==> config.mk <==
export PLATFORM = sky130hd
export DESIGN_NAME = at_command_bringup_sequencer_core
export DESIGN_NICKNAME = d
export VERILOG_FILES = /design/src/design/atbs_pkg.sv /design/src/design/atbs_line_ram.sv /design/src/design/at_command_bringup_sequencer_core.sv
export SDC_FILE = /design/constraint.sdc
export NUM_CORES = 2
export LEC_CHECK = 0
export ABC_AREA = 1
export BUFFER_PORTS_ARGS = -buffer_cell sky130_fd_sc_hd__buf_2
export CELL_PAD_IN_SITES_DETAIL_PLACEMENT = 0
export CELL_PAD_IN_SITES_GLOBAL_PLACEMENT = 1
export CORE_ASPECT_RATIO = 0.8
export CORE_MARGIN = 1.5
export CORE_UTILIZATION = 51
export CTS_BUF_LIST = sky130_fd_sc_hd__clkbuf_16
export DETAILED_ROUTE_END_ITERATION = 8
export PLACE_DENSITY_LB_ADDON = 0.1
export SLEW_MARGIN = 20
export SYNTH_ARGS = -nofsm -noshare
export SYNTH_HDL_FRONTEND = slang
export SYNTH_SLANG_ARGS = --single-unit
==> constraint.sdc <==
create_clock -name clk -period 9.5 [get_ports clk]
set_input_delay 1.9 -clock clk [delete_from_list [all_inputs] [get_ports clk]]
set_output_delay 1.9 -clock clk [all_outputs]
set_load 0.03 [all_outputs]
==> src/design/atbs_pkg.sv <==
// shared types, constants and lookup functions for the modem bring-up sequencer
// no dependencies; imported by atbs_line_ram and at_command_bringup_sequencer_core
package atbs_pkg;

    localparam int LINE_DEPTH = 128;
    localparam int LINE_AW    = $clog2(LINE_DEPTH);
    localparam int EUI_CHARS  = 16;
    localparam int MAX_RESULTS = 16;
    localparam int EUI_CAP    = (EUI_CHARS > MAX_RESULTS) ? MAX_RESULTS : EUI_CHARS;
    localparam int EUI_CW     = $clog2(EUI_CAP + 1);
    localparam int CFG_IDX_W  = 4;
    localparam int PAT_MAX    = 11;

    localparam logic [15:0] TIMEOUT_RESET = 16'd500;
    localparam logic [3:0]  RETRIES_RESET = 4'd5;

    localparam logic [CFG_IDX_W-1:0] CFG_TIMEOUT = 4'd0;
    localparam logic [CFG_IDX_W-1:0] CFG_RETRIES = 4'd1;

    localparam logic [1:0] REQ_TICK   = 2'd0;
    localparam logic [1:0] REQ_BYTE   = 2'd1;
    localparam logic [1:0] REQ_BUTTON = 2'd2;

    localparam logic [1:0] KIND_TX     = 2'd0;
    localparam logic [1:0] KIND_EUI    = 2'd1;
    localparam logic [1:0] KIND_STATUS = 2'd2;

    localparam logic [1:0] ST_NO_RESP   = 2'd0;
    localparam logic [1:0] ST_STOPPED   = 2'd1;
    localparam logic [1:0] ST_BAD_FMT   = 2'd2;
    localparam logic [1:0] ST_EMPTY_EUI = 2'd3;

    localparam logic [1:0] PH_IDLE     = 2'd0;
    localparam logic [1:0] PH_WAIT_AT  = 2'd1;
    localparam logic [1:0] PH_WAIT_VER = 2'd2;
    localparam logic [1:0] PH_WAIT_ID  = 2'd3;

    localparam logic [1:0] CMD_AT  = 2'd0;
    localparam logic [1:0] CMD_VER = 2'd1;
    localparam logic [1:0] CMD_ID  = 2'd2;

    localparam logic [1:0] PAT_OK  = 2'd0;
    localparam logic [1:0] PAT_VER = 2'd1;
    localparam logic [1:0] PAT_ID  = 2'd2;

    localparam logic [7:0] CH_LF    = 8'h0A;
    localparam logic [7:0] CH_CR    = 8'h0D;
    localparam logic [7:0] CH_COLON = 8'h3A;
    localparam logic [7:0] CH_COMMA = 8'h2C;
    localparam logic [7:0] CH_NUL   = 8'h00;

    localparam logic [7:0] TXT_AT  [4]  = '{8'h41, 8'h54, 8'h0D, 8'h0A};
    localparam logic [7:0] TXT_VER [8]  = '{8'h41, 8'h54, 8'h2B, 8'h56, 8'h45, 8'h52,
                                            8'h0D, 8'h0A};
    localparam logic [7:0] TXT_ID  [14] = '{8'h41, 8'h54, 8'h2B, 8'h49, 8'h44, 8'h3D,
                                            8'h44, 8'h65, 8'h76, 8'h45, 8'h75, 8'h69,
                                            8'h0D, 8'h0A};
    localparam logic [7:0] TXT_OK  [2]  = '{8'h4F, 8'h4B};
    localparam logic [7:0] TXT_PVER [4] = '{8'h2B, 8'h56, 8'h45, 8'h52};
    localparam logic [7:0] TXT_PID [11] = '{8'h2B, 8'h49, 8'h44, 8'h3A, 8'h20, 8'h44,
                                            8'h65, 8'h76, 8'h45, 8'h75, 8'h69};

    typedef struct packed {
        logic [1:0] req_type;
        logic [7:0] rx_byte;
    } in_item_t;

    typedef struct packed {
        logic [1:0] out_kind;
        logic [7:0] out_byte;
        logic [1:0] status_code;
        logic       last;
    } out_item_t;

    function automatic logic [3:0] cmd_len(input logic [1:0] sel);
        logic [3:0] n;
        case (sel)
            CMD_AT:  n = 4'd4;
            CMD_VER: n = 4'd8;
            default: n = 4'd14;
        endcase
        return n;
    endfunction

    function automatic logic [7:0] cmd_byte(input logic [1:0] sel, input logic [3:0] idx);
        logic [7:0] b;
        case (sel)
            CMD_AT:  b = TXT_AT[idx[1:0]];
            CMD_VER: b = TXT_VER[idx[2:0]];
            default: b = (idx < 4'd14) ? TXT_ID[idx] : CH_NUL;
        endcase
        return b;
    endfunction

    function automatic int pat_len(input logic [1:0] sel);
        int n;
        case (sel)
            PAT_OK:  n = 2;
            PAT_VER: n = 4;
            default: n = 11;
        endcase
        return n;
    endfunction

    function automatic logic [7:0] pat_byte(input logic [1:0] sel, input int k);
        logic [7:0] b;
        case (sel)
            PAT_OK:  b = TXT_OK[k % 2];
            PAT_VER: b = TXT_PVER[k % 4];
            default: b = TXT_PID[k % 11];
        endcase
        return b;
    endfunction

    // window[0] is the newest byte; pattern ends at the newest byte
    function automatic logic pat_match(input logic [1:0] sel,
                                       input logic [PAT_MAX-1:0][7:0] window,
                                       input logic [LINE_AW:0] pos);
        logic ok;
        int   plen;
        ok   = 1'b1;
        plen = pat_len(sel);
        if (int'(pos) + 1 < plen)
            ok = 1'b0;
        for (int k = 0; k < PAT_MAX; k++) begin
            if (k < plen && window[plen - 1 - k] != pat_byte(sel, k))
                ok = 1'b0;
        end
        return ok;
    endfunction

    function automatic logic [7:0] to_lower(input logic [7:0] c);
        logic [7:0] r;
        r = c;
        if (c >= 8'h41 && c <= 8'h5A)
            r = c + 8'd32;
        return r;
    endfunction

endpackage

==> src/design/atbs_line_ram.sv <==
// line buffer: one write port, one read port with registered read data
// depends on atbs_pkg for depth and address width
module atbs_line_ram (
    input  logic                        clk,
    input  logic                        we,
    input  logic [atbs_pkg::LINE_AW-1:0] waddr,
    input  logic [7:0]                  wdata,
    input  logic                        re,
    input  logic [atbs_pkg::LINE_AW-1:0] raddr,
    output logic [7:0]                  rdata
);
    import atbs_pkg::*;

    logic [7:0] mem [LINE_DEPTH];
    logic [7:0] rdata_reg;

    always_ff @(posedge clk)
    begin
        if (we)
        begin
            mem[waddr] <= wdata;
        end
    end

    always_ff @(posedge clk)
    begin
        if (re)
        begin
            rdata_reg <= mem[raddr];
        end
    end

    assign rdata = rdata_reg;

endmodule

==> src/design/at_command_bringup_sequencer_core.sv <==
// modem bring-up sequencer over a uart: command sender, line scanner, deveui extractor
// depends on atbs_pkg and atbs_line_ram
//
// usage:
//   in channel (in_valid/in_stall, in_data): ticks, received bytes and button presses.
//   out channel (out_valid/out_stall, out_data): transmit bytes, deveui characters and
//   status events; last marks the final result caused by one input item.
//   cfg channel (cfg_valid/cfg_ready, cfg_index, cfg_data): 0 timeout_ticks, 1 max_retries;
//   cfg_ready is always high, write only while the block is idle.
// flow:
//   a tick, a stored byte or an ignored item is handled in the accepting cycle. a command
//   sends its bytes one by one, then flushes its last result. a line end checks the last
//   stored byte, if any, for a cr, then walks the line buffer through its single read port,
//   a read state and a check state per stored byte, then sends any command; a deveui line
//   is walked once more for extraction. in_stall is high while busy.
//   results sit in a hold register and an output register; when the receiver stalls the
//   sequencer waits and nothing is lost.
// reset:
//   phase idle, counters zero, registers at 500 ticks and 5 retries; the line buffer is
//   not cleared, only bytes written since the line began are ever read.
module at_command_bringup_sequencer_core (
    input  logic                            clk,
    input  logic                            rst_n,
    input  logic                            in_valid,
    output logic                            in_stall,
    input  atbs_pkg::in_item_t              in_data,
    output logic                            out_valid,
    input  logic                            out_stall,
    output atbs_pkg::out_item_t             out_data,
    input  logic                            cfg_valid,
    output logic                            cfg_ready,
    input  logic [atbs_pkg::CFG_IDX_W-1:0]  cfg_index,
    input  logic [15:0]                     cfg_data
);
    import atbs_pkg::*;

    localparam logic [3:0] S_IDLE  = 4'd0;
    localparam logic [3:0] S_CMD   = 4'd1;
    localparam logic [3:0] S_CR    = 4'd2;
    localparam logic [3:0] S_M_RD  = 4'd3;
    localparam logic [3:0] S_M_CHK = 4'd4;
    localparam logic [3:0] S_X_RD  = 4'd5;
    localparam logic [3:0] S_X_CHK = 4'd6;
    localparam logic [3:0] S_X_END = 4'd7;
    localparam logic [3:0] S_FLUSH = 4'd8;

    localparam logic [LINE_AW-1:0] LEN_MAX = LINE_AW'(LINE_DEPTH - 1);

    logic [3:0]          state_reg, state_next;
    logic [1:0]          phase_reg, phase_next;
    logic [3:0]          retry_reg, retry_next;
    logic [15:0]         timer_reg, timer_next;
    logic [LINE_AW-1:0]  len_reg, len_next;
    logic [15:0]         timeout_reg;
    logic [3:0]          maxr_reg;
    logic [1:0]          cmd_sel_reg, cmd_sel_next;
    logic [3:0]          cmd_idx_reg, cmd_idx_next;
    logic [LINE_AW:0]    idx_reg, idx_next;
    logic [LINE_AW-1:0]  eff_reg, eff_next;
    logic [PAT_MAX-1:0][7:0] win_reg, win_next;
    logic                found_reg, found_next;
    logic                skip_reg, skip_next;
    logic [EUI_CW-1:0]   n_reg, n_next;
    out_item_t           hold_reg, hold_next;
    logic                hold_valid_reg, hold_valid_next;
    out_item_t           out_reg, out_next;
    logic                out_valid_reg, out_valid_next;

    logic                emit_req;
    out_item_t           emit_item;
    logic                emit_ok;
    logic                flush_req;
    logic                out_free;
    logic                rd_en;
    logic [LINE_AW-1:0]  rd_addr;
    logic [7:0]          rd_data;
    logic                wr_en;
    logic [15:0]         tick_next;
    logic [PAT_MAX-1:0][7:0] win_shift;

    atbs_line_ram u_line_ram (
        .clk   (clk),
        .we    (wr_en),
        .waddr (len_reg),
        .wdata (in_data.rx_byte),
        .re    (rd_en),
        .raddr (rd_addr),
        .rdata (rd_data)
    );

    assign in_stall  = (state_reg != S_IDLE);
    assign cfg_ready = 1'b1;
    assign out_valid = out_valid_reg;
    assign out_data  = out_reg;
    assign out_free  = !out_valid_reg || !out_stall;
    assign emit_ok   = !hold_valid_reg || out_free;
    assign tick_next = (timer_reg == 16'hFFFF) ? timer_reg : timer_reg + 16'd1;
    assign win_shift = {win_reg[PAT_MAX-2:0], rd_data};

    always_comb
    begin
        state_next   = state_reg;
        phase_next   = phase_reg;
        retry_next   = retry_reg;
        timer_next   = timer_reg;
        len_next     = len_reg;
        cmd_sel_next = cmd_sel_reg;
        cmd_idx_next = cmd_idx_reg;
        idx_next     = idx_reg;
        eff_next     = eff_reg;
        win_next     = win_reg;
        found_next   = found_reg;
        skip_next    = skip_reg;
        n_next       = n_reg;
        emit_req     = 1'b0;
        emit_item    = '0;
        flush_req    = 1'b0;
        rd_en        = 1'b0;
        rd_addr      = idx_reg[LINE_AW-1:0];
        wr_en        = 1'b0;

        unique case (state_reg)
            S_IDLE:
            begin
                if (in_valid)
                begin
                    case (in_data.req_type)
                        REQ_BUTTON:
                        begin
                            if (phase_reg == PH_IDLE)
                            begin
                                retry_next = 4'd0;
                                if (maxr_reg == 4'd0)
                                begin
                                    emit_req   = 1'b1;
                                    emit_item  = '{KIND_STATUS, 8'd0, ST_NO_RESP, 1'b0};
                                    state_next = S_FLUSH;
                                end
                                else
                                begin
                                    cmd_sel_next = CMD_AT;
                                    cmd_idx_next = 4'd0;
                                    retry_next   = 4'd1;
                                    phase_next   = PH_WAIT_AT;
                                    timer_next   = 16'd0;
                                    len_next     = '0;
                                    state_next   = S_CMD;
                                end
                            end
                        end
                        REQ_TICK:
                        begin
                            if (phase_reg != PH_IDLE)
                            begin
                                timer_next = tick_next;
                                if (tick_next >= timeout_reg)
                                begin
                                    timer_next = 16'd0;
                                    len_next   = '0;
                                    if (phase_reg == PH_WAIT_AT && retry_reg < maxr_reg)
                                    begin
                                        cmd_sel_next = CMD_AT;
                                        cmd_idx_next = 4'd0;
                                        retry_next   = retry_reg + 4'd1;
                                        state_next   = S_CMD;
                                    end
                                    else
                                    begin
                                        emit_req   = 1'b1;
                                        emit_item  = '{KIND_STATUS, 8'd0,
                                                      (phase_reg == PH_WAIT_AT) ?
                                                      ST_NO_RESP : ST_STOPPED, 1'b0};
                                        phase_next = PH_IDLE;
                                        state_next = S_FLUSH;
                                    end
                                end
                            end
                        end
                        REQ_BYTE:
                        begin
                            if (phase_reg != PH_IDLE)
                            begin
                                if (in_data.rx_byte == CH_LF)
                                begin
                                    idx_next = '0;
                                    win_next = '0;
                                    if (len_reg == '0)
                                    begin
                                        eff_next   = '0;
                                        state_next = S_M_RD;
                                    end
                                    else
                                    begin
                                        // look at the last stored byte for a trailing cr
                                        rd_en      = 1'b1;
                                        rd_addr    = len_reg - 1'b1;
                                        state_next = S_CR;
                                    end
                                end
                                else if (len_reg < LEN_MAX)
                                begin
                                    wr_en    = 1'b1;
                                    len_next = len_reg + 1'b1;
                                end
                            end
                        end
                        default:
                        begin
                        end
                    endcase
                end
            end
            S_CMD:
            begin
                emit_req  = 1'b1;
                emit_item = '{KIND_TX, cmd_byte(cmd_sel_reg, cmd_idx_reg), ST_NO_RESP, 1'b0};
                if (emit_ok)
                begin
                    cmd_idx_next = cmd_idx_reg + 4'd1;
                    if (cmd_idx_reg == cmd_len(cmd_sel_reg) - 4'd1)
                        state_next = S_FLUSH;
                end
            end
            S_CR:
            begin
                eff_next   = (rd_data == CH_CR) ? len_reg - 1'b1 : len_reg;
                state_next = S_M_RD;
            end
            S_M_RD:
            begin
                if (idx_reg < {1'b0, eff_reg})
                begin
                    rd_en      = 1'b1;
                    state_next = S_M_CHK;
                end
                else
                begin
                    // no match: fresh wait
                    timer_next = 16'd0;
                    len_next   = '0;
                    state_next = S_FLUSH;
                end
            end
            S_M_CHK:
            begin
                if (rd_data == CH_NUL)
                begin
                    timer_next = 16'd0;
                    len_next   = '0;
                    state_next = S_FLUSH;
                end
                else
                begin
                    win_next = win_shift;
                    if (pat_match(phase_reg - 2'd1, win_shift, idx_reg))
                    begin
                        timer_next   = 16'd0;
                        len_next     = '0;
                        cmd_idx_next = 4'd0;
                        case (phase_reg)
                            PH_WAIT_AT:
                            begin
                                cmd_sel_next = CMD_VER;
                                phase_next   = PH_WAIT_VER;
                                state_next   = S_CMD;
                            end
                            PH_WAIT_VER:
                            begin
                                cmd_sel_next = CMD_ID;
                                phase_next   = PH_WAIT_ID;
                                state_next   = S_CMD;
                            end
                            default:
                            begin
                                phase_next = PH_IDLE;
                                idx_next   = '0;
                                found_next = 1'b0;
                                skip_next  = 1'b0;
                                n_next     = '0;
                                state_next = S_X_RD;
                            end
                        endcase
                    end
                    else
                    begin
                        idx_next   = idx_reg + 1'b1;
                        state_next = S_M_RD;
                    end
                end
            end
            S_X_RD:
            begin
                if (idx_reg < {1'b0, eff_reg})
                begin
                    rd_en      = 1'b1;
                    state_next = S_X_CHK;
                end
                else
                begin
                    state_next = S_X_END;
                end
            end
            S_X_CHK:
            begin
                if (rd_data == CH_NUL)
                begin
                    state_next = S_X_END;
                end
                else if (!found_reg)
                begin
                    if (rd_data == CH_COMMA)
                    begin
                        found_next = 1'b1;
                        skip_next  = 1'b1;
                    end
                    idx_next   = idx_reg + 1'b1;
                    state_next = S_X_RD;
                end
                else if (skip_reg || rd_data == CH_COLON)
                begin
                    // the character right after the comma is skipped
                    skip_next  = 1'b0;
                    idx_next   = idx_reg + 1'b1;
                    state_next = S_X_RD;
                end
                else
                begin
                    emit_req  = 1'b1;
                    emit_item = '{KIND_EUI, to_lower(rd_data), ST_NO_RESP, 1'b0};
                    if (emit_ok)
                    begin
                        n_next   = n_reg + 1'b1;
                        idx_next = idx_reg + 1'b1;
                        if (n_reg == EUI_CW'(EUI_CAP - 1))
                            state_next = S_FLUSH;
                        else
                            state_next = S_X_RD;
                    end
                end
            end
            S_X_END:
            begin
                if (!found_reg || n_reg == '0)
                begin
                    emit_req  = 1'b1;
                    emit_item = '{KIND_STATUS, 8'd0,
                                  found_reg ? ST_EMPTY_EUI : ST_BAD_FMT, 1'b0};
                    if (emit_ok)
                        state_next = S_FLUSH;
                end
                else
                begin
                    state_next = S_FLUSH;
                end
            end
            S_FLUSH:
            begin
                flush_req = 1'b1;
                if (out_free || !hold_valid_reg)
                    state_next = S_IDLE;
            end
            default:
            begin
                state_next = S_IDLE;
            end
        endcase
    end

    // hold register keeps the newest result until it is known whether it ends the item
    always_comb
    begin
        hold_next       = hold_reg;
        hold_valid_next = hold_valid_reg;
        out_next        = out_reg;
        out_valid_next  = out_valid_reg && out_stall;
        if (emit_req && emit_ok)
        begin
            if (hold_valid_reg)
            begin
                out_next       = hold_reg;
                out_valid_next = 1'b1;
            end
            hold_next       = emit_item;
            hold_valid_next = 1'b1;
        end
        else if (flush_req && hold_valid_reg && out_free)
        begin
            out_next        = hold_reg;
            out_next.last   = 1'b1;
            out_valid_next  = 1'b1;
            hold_valid_next = 1'b0;
        end
    end

    always_ff @(posedge clk or negedge rst_n)
    begin
        if (!rst_n)
        begin
            state_reg      <= S_IDLE;
            phase_reg      <= PH_IDLE;
            retry_reg      <= 4'd0;
            timer_reg      <= 16'd0;
            len_reg        <= '0;
            timeout_reg    <= TIMEOUT_RESET;
            maxr_reg       <= RETRIES_RESET;
            hold_valid_reg <= 1'b0;
            out_valid_reg  <= 1'b0;
            found_reg      <= 1'b0;
            skip_reg       <= 1'b0;
            n_reg          <= '0;
        end
        else
        begin
            state_reg      <= state_next;
            phase_reg      <= phase_next;
            retry_reg      <= retry_next;
            timer_reg      <= timer_next;
            len_reg        <= len_next;
            hold_valid_reg <= hold_valid_next;
            out_valid_reg  <= out_valid_next;
            found_reg      <= found_next;
            skip_reg       <= skip_next;
            n_reg          <= n_next;
            if (cfg_valid && cfg_ready)
            begin
                if (cfg_index == CFG_TIMEOUT)
                    timeout_reg <= cfg_data;
                else if (cfg_index == CFG_RETRIES)
                    maxr_reg <= cfg_data[3:0];
            end
        end
    end

    always_ff @(posedge clk)
    begin
        cmd_sel_reg <= cmd_sel_next;
        cmd_idx_reg <= cmd_idx_next;
        idx_reg     <= idx_next;
        eff_reg     <= eff_next;
        win_reg     <= win_next;
        hold_reg    <= hold_next;
        out_reg     <= out_next;
    end

    a_idle_no_hold: assert property (@(posedge clk) disable iff (!rst_n)
        (state_reg == S_IDLE) |-> !hold_valid_reg)
        else $error("result left in hold register while idle");

    a_eui_cap: assert property (@(posedge clk) disable iff (!rst_n)
        (n_reg <= EUI_CW'(EUI_CAP)))
        else $error("deveui character count beyond cap");

    a_line_len: assert property (@(posedge clk) disable iff (!rst_n)
        (len_reg <= LEN_MAX))
        else $error("line length beyond buffer");

    a_flush_last: assert property (@(posedge clk) disable iff (!rst_n)
        (state_reg == S_FLUSH && hold_valid_reg && out_free) |=>
        (out_valid_reg && out_reg.last))
        else $error("flushed result not marked last");

endmodule

==> Flow_metrics.wiki <==
{| class="wikitable"
! Metric !! Value
|-
| Hold worst-path end || out_data[7]
|-
| Warnings, synthesis || 0
|-
| Share of the clock period used by the worst path after layout || 0.6729
|-
| Floorplan core area || 0.1105 mm2
|-
| Routed via count divided by cell count || around 5.7
|-
| Slew headroom || 0.2492
|-
| Proportion of power drawn by combinational gates || 0.371
|-
| Worst Path Arrival || around 7 ns
|-
| Critical-path cell list || buf_4 > nand3_1 > nor2_1 > nand3_2 > o21ai_4 > buf_4 > buf_12 > o21ai_0 > inv_1 > o21ai_0 > nand3_1 > nand3_1 > nand3_1 > nand3_1 > nand2_1 > nand2_1 > nand2_1
|-
| Critical path startpoint category || input port
|-
| Leading cell type in the layout, fill and taps excluded || sky130_fd_sc_hd__edfxtp_1
|-
| Pre-CTS WS || 2.594 ns
|-
| Leakage Power || ~24 nW
|-
| Count of state elements after synthesis || between 1k and 1.5k
|-
| Biggest fanout along the worst timing path || between 200 and 250
|-
| Post-Syn Instances || around 5.6k
|-
| WL/cell || 22.24 um
|-
| Avg Inst Size Synth || 10.15 um2
|-
| Achievable frequency || around 160 MHz
|-
| Layout cell share with drive strength beyond 1 || 0.05945
|-
| GRT Total Usage || 0.2757
|-
| Fin. max-slew vios || 0
|-
| Worst VDD drop || 0.2602 mV
|-
| Final setup violating endpoints || 0
|-
| Total grt overflow || 0
|-
| Worst hold path class || flip-flop to flip-flop
|-
| Commonest cells after routing, fill and taps aside || sky130_fd_sc_hd__edfxtp_1, sky130_fd_sc_hd__nand2_1, sky130_fd_sc_hd__inv_1, sky130_fd_sc_hd__nand3_1, sky130_fd_sc_hd__o21ai_0
|-
| Area of the die || about 0.11 mm2
|-
| Worst hold start || hold_reg[7]
|-
| Slew @ Worst Pin || between 1 and 1.5 ns
|-
| Horizontal extent of the die || 376.0 um
|-
| Max incr delay on CP || around 0.57 ns
|-
| Cell count of the worst reg-to-reg path || 20
|-
| Clock root cell || sky130_fd_sc_hd__clkbuf_16
|-
| Number of input and output port buffers inserted || between 40 and 50
|-
| Post-cts resize count || 0
|-
| Initial cell density of the core || 0.5138
|-
| Slowest cell on crit path || sky130_fd_sc_hd__o21ai_4
|-
| Sw Pwr || between 7 and 8 mW
|-
| Pin count of the biggest net entering global routing || between 200 and 250
|-
| Run status || complete, no violations
|-
| R2r startpoint || phase_reg[0]
|-
| Starting DRC count in detailed routing || ~4.9k
|-
| Category of the most critical setup path || input port to flip-flop
|-
| TritonCTS clock tree || yes
|-
| Cell mode on critical path || sky130_fd_sc_hd__nand3_1
|-
| Wire length reported by the detailed router || roughly 160,000 um
|-
| Ranking of synthesized cells by area || sky130_fd_sc_hd__edfxtp_1, sky130_fd_sc_hd__nand3_1, sky130_fd_sc_hd__nand2_1
|-
| Count of hold buffers inserted by post-cts repair || 0
|-
| Count of clock tree sinks || 1,220
|-
| Worst clock skew on the final layout || between 0.05 and 0.06 ns
|-
| Antenna violations before repair || 1
|-
| Final hold violation count || 0
|-
| Cell Area, Synth || about 0.057 mm2
|-
| Vias in the first global route || 37.01k
|-
| Aggregate negative setup slack || 0 ns
|-
| Final worst path period need || ~6.4 ns
|-
| Crit Reg-Reg Endpoint || cmd_idx_reg[2]
|-
| Post-DRT Antenna Nets || 0
|-
| Share of total power consumed by net switching || 0.4015
|-
| HPWL after detailed placement || around 93,000 um
|-
| Share of the synthesized area in the top cell type || 0.6127
|-
| Area growth from synthesis to final layout || 9.369%
|-
| Critical path required time || approximately 10 ns
|-
| Power per cell area || slightly below 300 mW/mm2
|-
| Max-cap violations || 0
|-
| Clk buf depth || 3
|-
| Setup repair after global routing missed its margin || no
|-
| Sequential share of power || 0.362
|-
| Height of the die || roughly 300 um
|-
| Via total after detailed routing || slightly above 40k
|-
| Worst setup EP type || flip-flop
|-
| H-tree Lvls || 3
|-
| Routability cong. || between 0.8 and 0.9
|-
| Least setup slack across all paths after layout || slightly above 3 ns
|-
| Number of iterations in the first detailed-routing pass || 6
|-
| Remaining design rule violation count || 0
|-
| Worst hold path stage count || 0
|-
| Clock edge transition at the registers on the reported setup and hold paths || ~0.06 ns
|-
| Yosys cell types || between 50 and 60
|-
| # IOs || between 50 and 60
|-
| Share of power burned in the clock network || 0.267
|-
| Final antenna diode count || 0
|-
| Source-to-sink clock delay at the later pin of the worst-skew pair || approximately 0.76 ns
|-
| Site Rows || roughly 110
|-
| First-pass GRT wire length || between 200,000 and 250,000 um
|-
| Net count reported at finish || 5,599
|-
| Top cell type by total area after synthesis || sky130_fd_sc_hd__edfxtp_1
|-
| Pint || roughly 11 mW
|-
| Flip-flop count of the largest register, all copies and words added || between 1k and 1.5k
|-
| Internal reg-to-reg setup slack || approximately 3.7 ns
|-
| Sequential cell area fraction in the yosys report || 0.6402
|-
| Setup bufs post-CTS || 0
|-
| Number of buffers inserted during clock tree synthesis || around 120
|}
routing by layer:
layer / vias up / routed length [um] / GRT usage
met1: 19510 / 73680 / 0.4284
met5: - / 0 / 0
li1: 19180 / - / -
met3: 217 / 13360 / 0.05703
met4: 0 / 3356 / 0.06432
met2: 1449 / 66650 / 0.3960
area by class of cell:
cell class	count	area, um2
fillers	9582	48390
flip-flops and latches	1220	36330
multi-input cells	3307	16260
clock buffers	121	3028
inverters	752	2838
well taps	1443	1805
clock inverters	105	954.7
repair buffers	113	853.3
logic make-up (layout without fill, tap and decap cells):
logic type               Yosys count  in the layout  synth area share
AND/OR/NAND/NOR                 2237           2237            0.1694
flip-flops                      1220           1220            0.6402
buffers and inverters           1070           1091           0.07548
AO/OA/AOI/OAI                    990            990            0.1006
adder cells (fa/ha/maj)           49             49           0.01080
XOR/XNOR                          22             22          0.003395
other                              2              9         0.0001323
worst max path at each step:
stage / from / endpoint / slack [ns] / cells past startpoint
finish: in_data[3] / u_line_ram.rdata[6] / 3.11 / 17
CTS: in_data[1] / u_line_ram.rdata[1] / 3.39 / 16
floorplan: in_data[4] / win_reg[0] / 0.96 / 5
global placement: in_data[1] / u_line_ram.rdata[2] / 2.62 / 16
global route: in_data[1] / u_line_ram.rdata[6] / 2.85 / 17
detailed placement: in_data[1] / u_line_ram.rdata[1] / 2.59 / 19
through the flow:
step	utilization	cells	hold slack (ns)	instance area [um2]	total power [mW]
CTS	0.5617	7060	0.4265	62050	18.10
finish	0.5619	7061	0.4263	62070	18.12
detailed placement	0.5256	6834	0.4099	58060	13.29
floorplan	-	5597	0.4003	56780	11.22
global route	0.5619	7061	0.4298	62070	19.12
global placement	0.5256	6834	0.4023	58060	13.24
power by group through the flow:
stage                     Combinational [mW]  Sequential, mW  Clock (mW)
final                                   6.72            6.56        4.84
after global routing                    7.42            6.59        5.11
after CTS                               6.65            6.55        4.90
after detailed placement                6.62            6.66           0
after global placement                  6.58            6.66           0
after floorplan                         4.55            6.67           0
cells in the mapped netlist, drive strengths merged:
master   number
inv         745
o22ai         4
a21oi       195
buf         186
a221oi        1
or2           3
nand2       944
a211oi        6
clkbuf      132
nand3       748
a32o          1
nor3b         4
a41oi         2
a22o          2
o211ai      237
and2          3
edfxtp     1158
o21bai       10
a21boi        3
xor2         15
xnor2         7
a21o          1
a31oi         5
nand3b        4
nor3         42
o2111ai       2
ha           49
nand4        47
nor4          1
dfstp         8
clkinv        7
nor2        440
a2111oi       1
o21a          6
o221ai        3
and3          1
dfrtp        54
o31ai         5
conb          2
o41ai         1
o21ai       505
critical path, delay by kind of cell:
| kind | cells | cell delay, ns |
|---|---|---|
| AND/OR/NAND/NOR | 10 | 2.16 |
| buffers and inverters | 4 | 1.65 |
| AO/OA/AOI/OAI | 3 | 0.82 |
(Power assumes the default switching activity.)
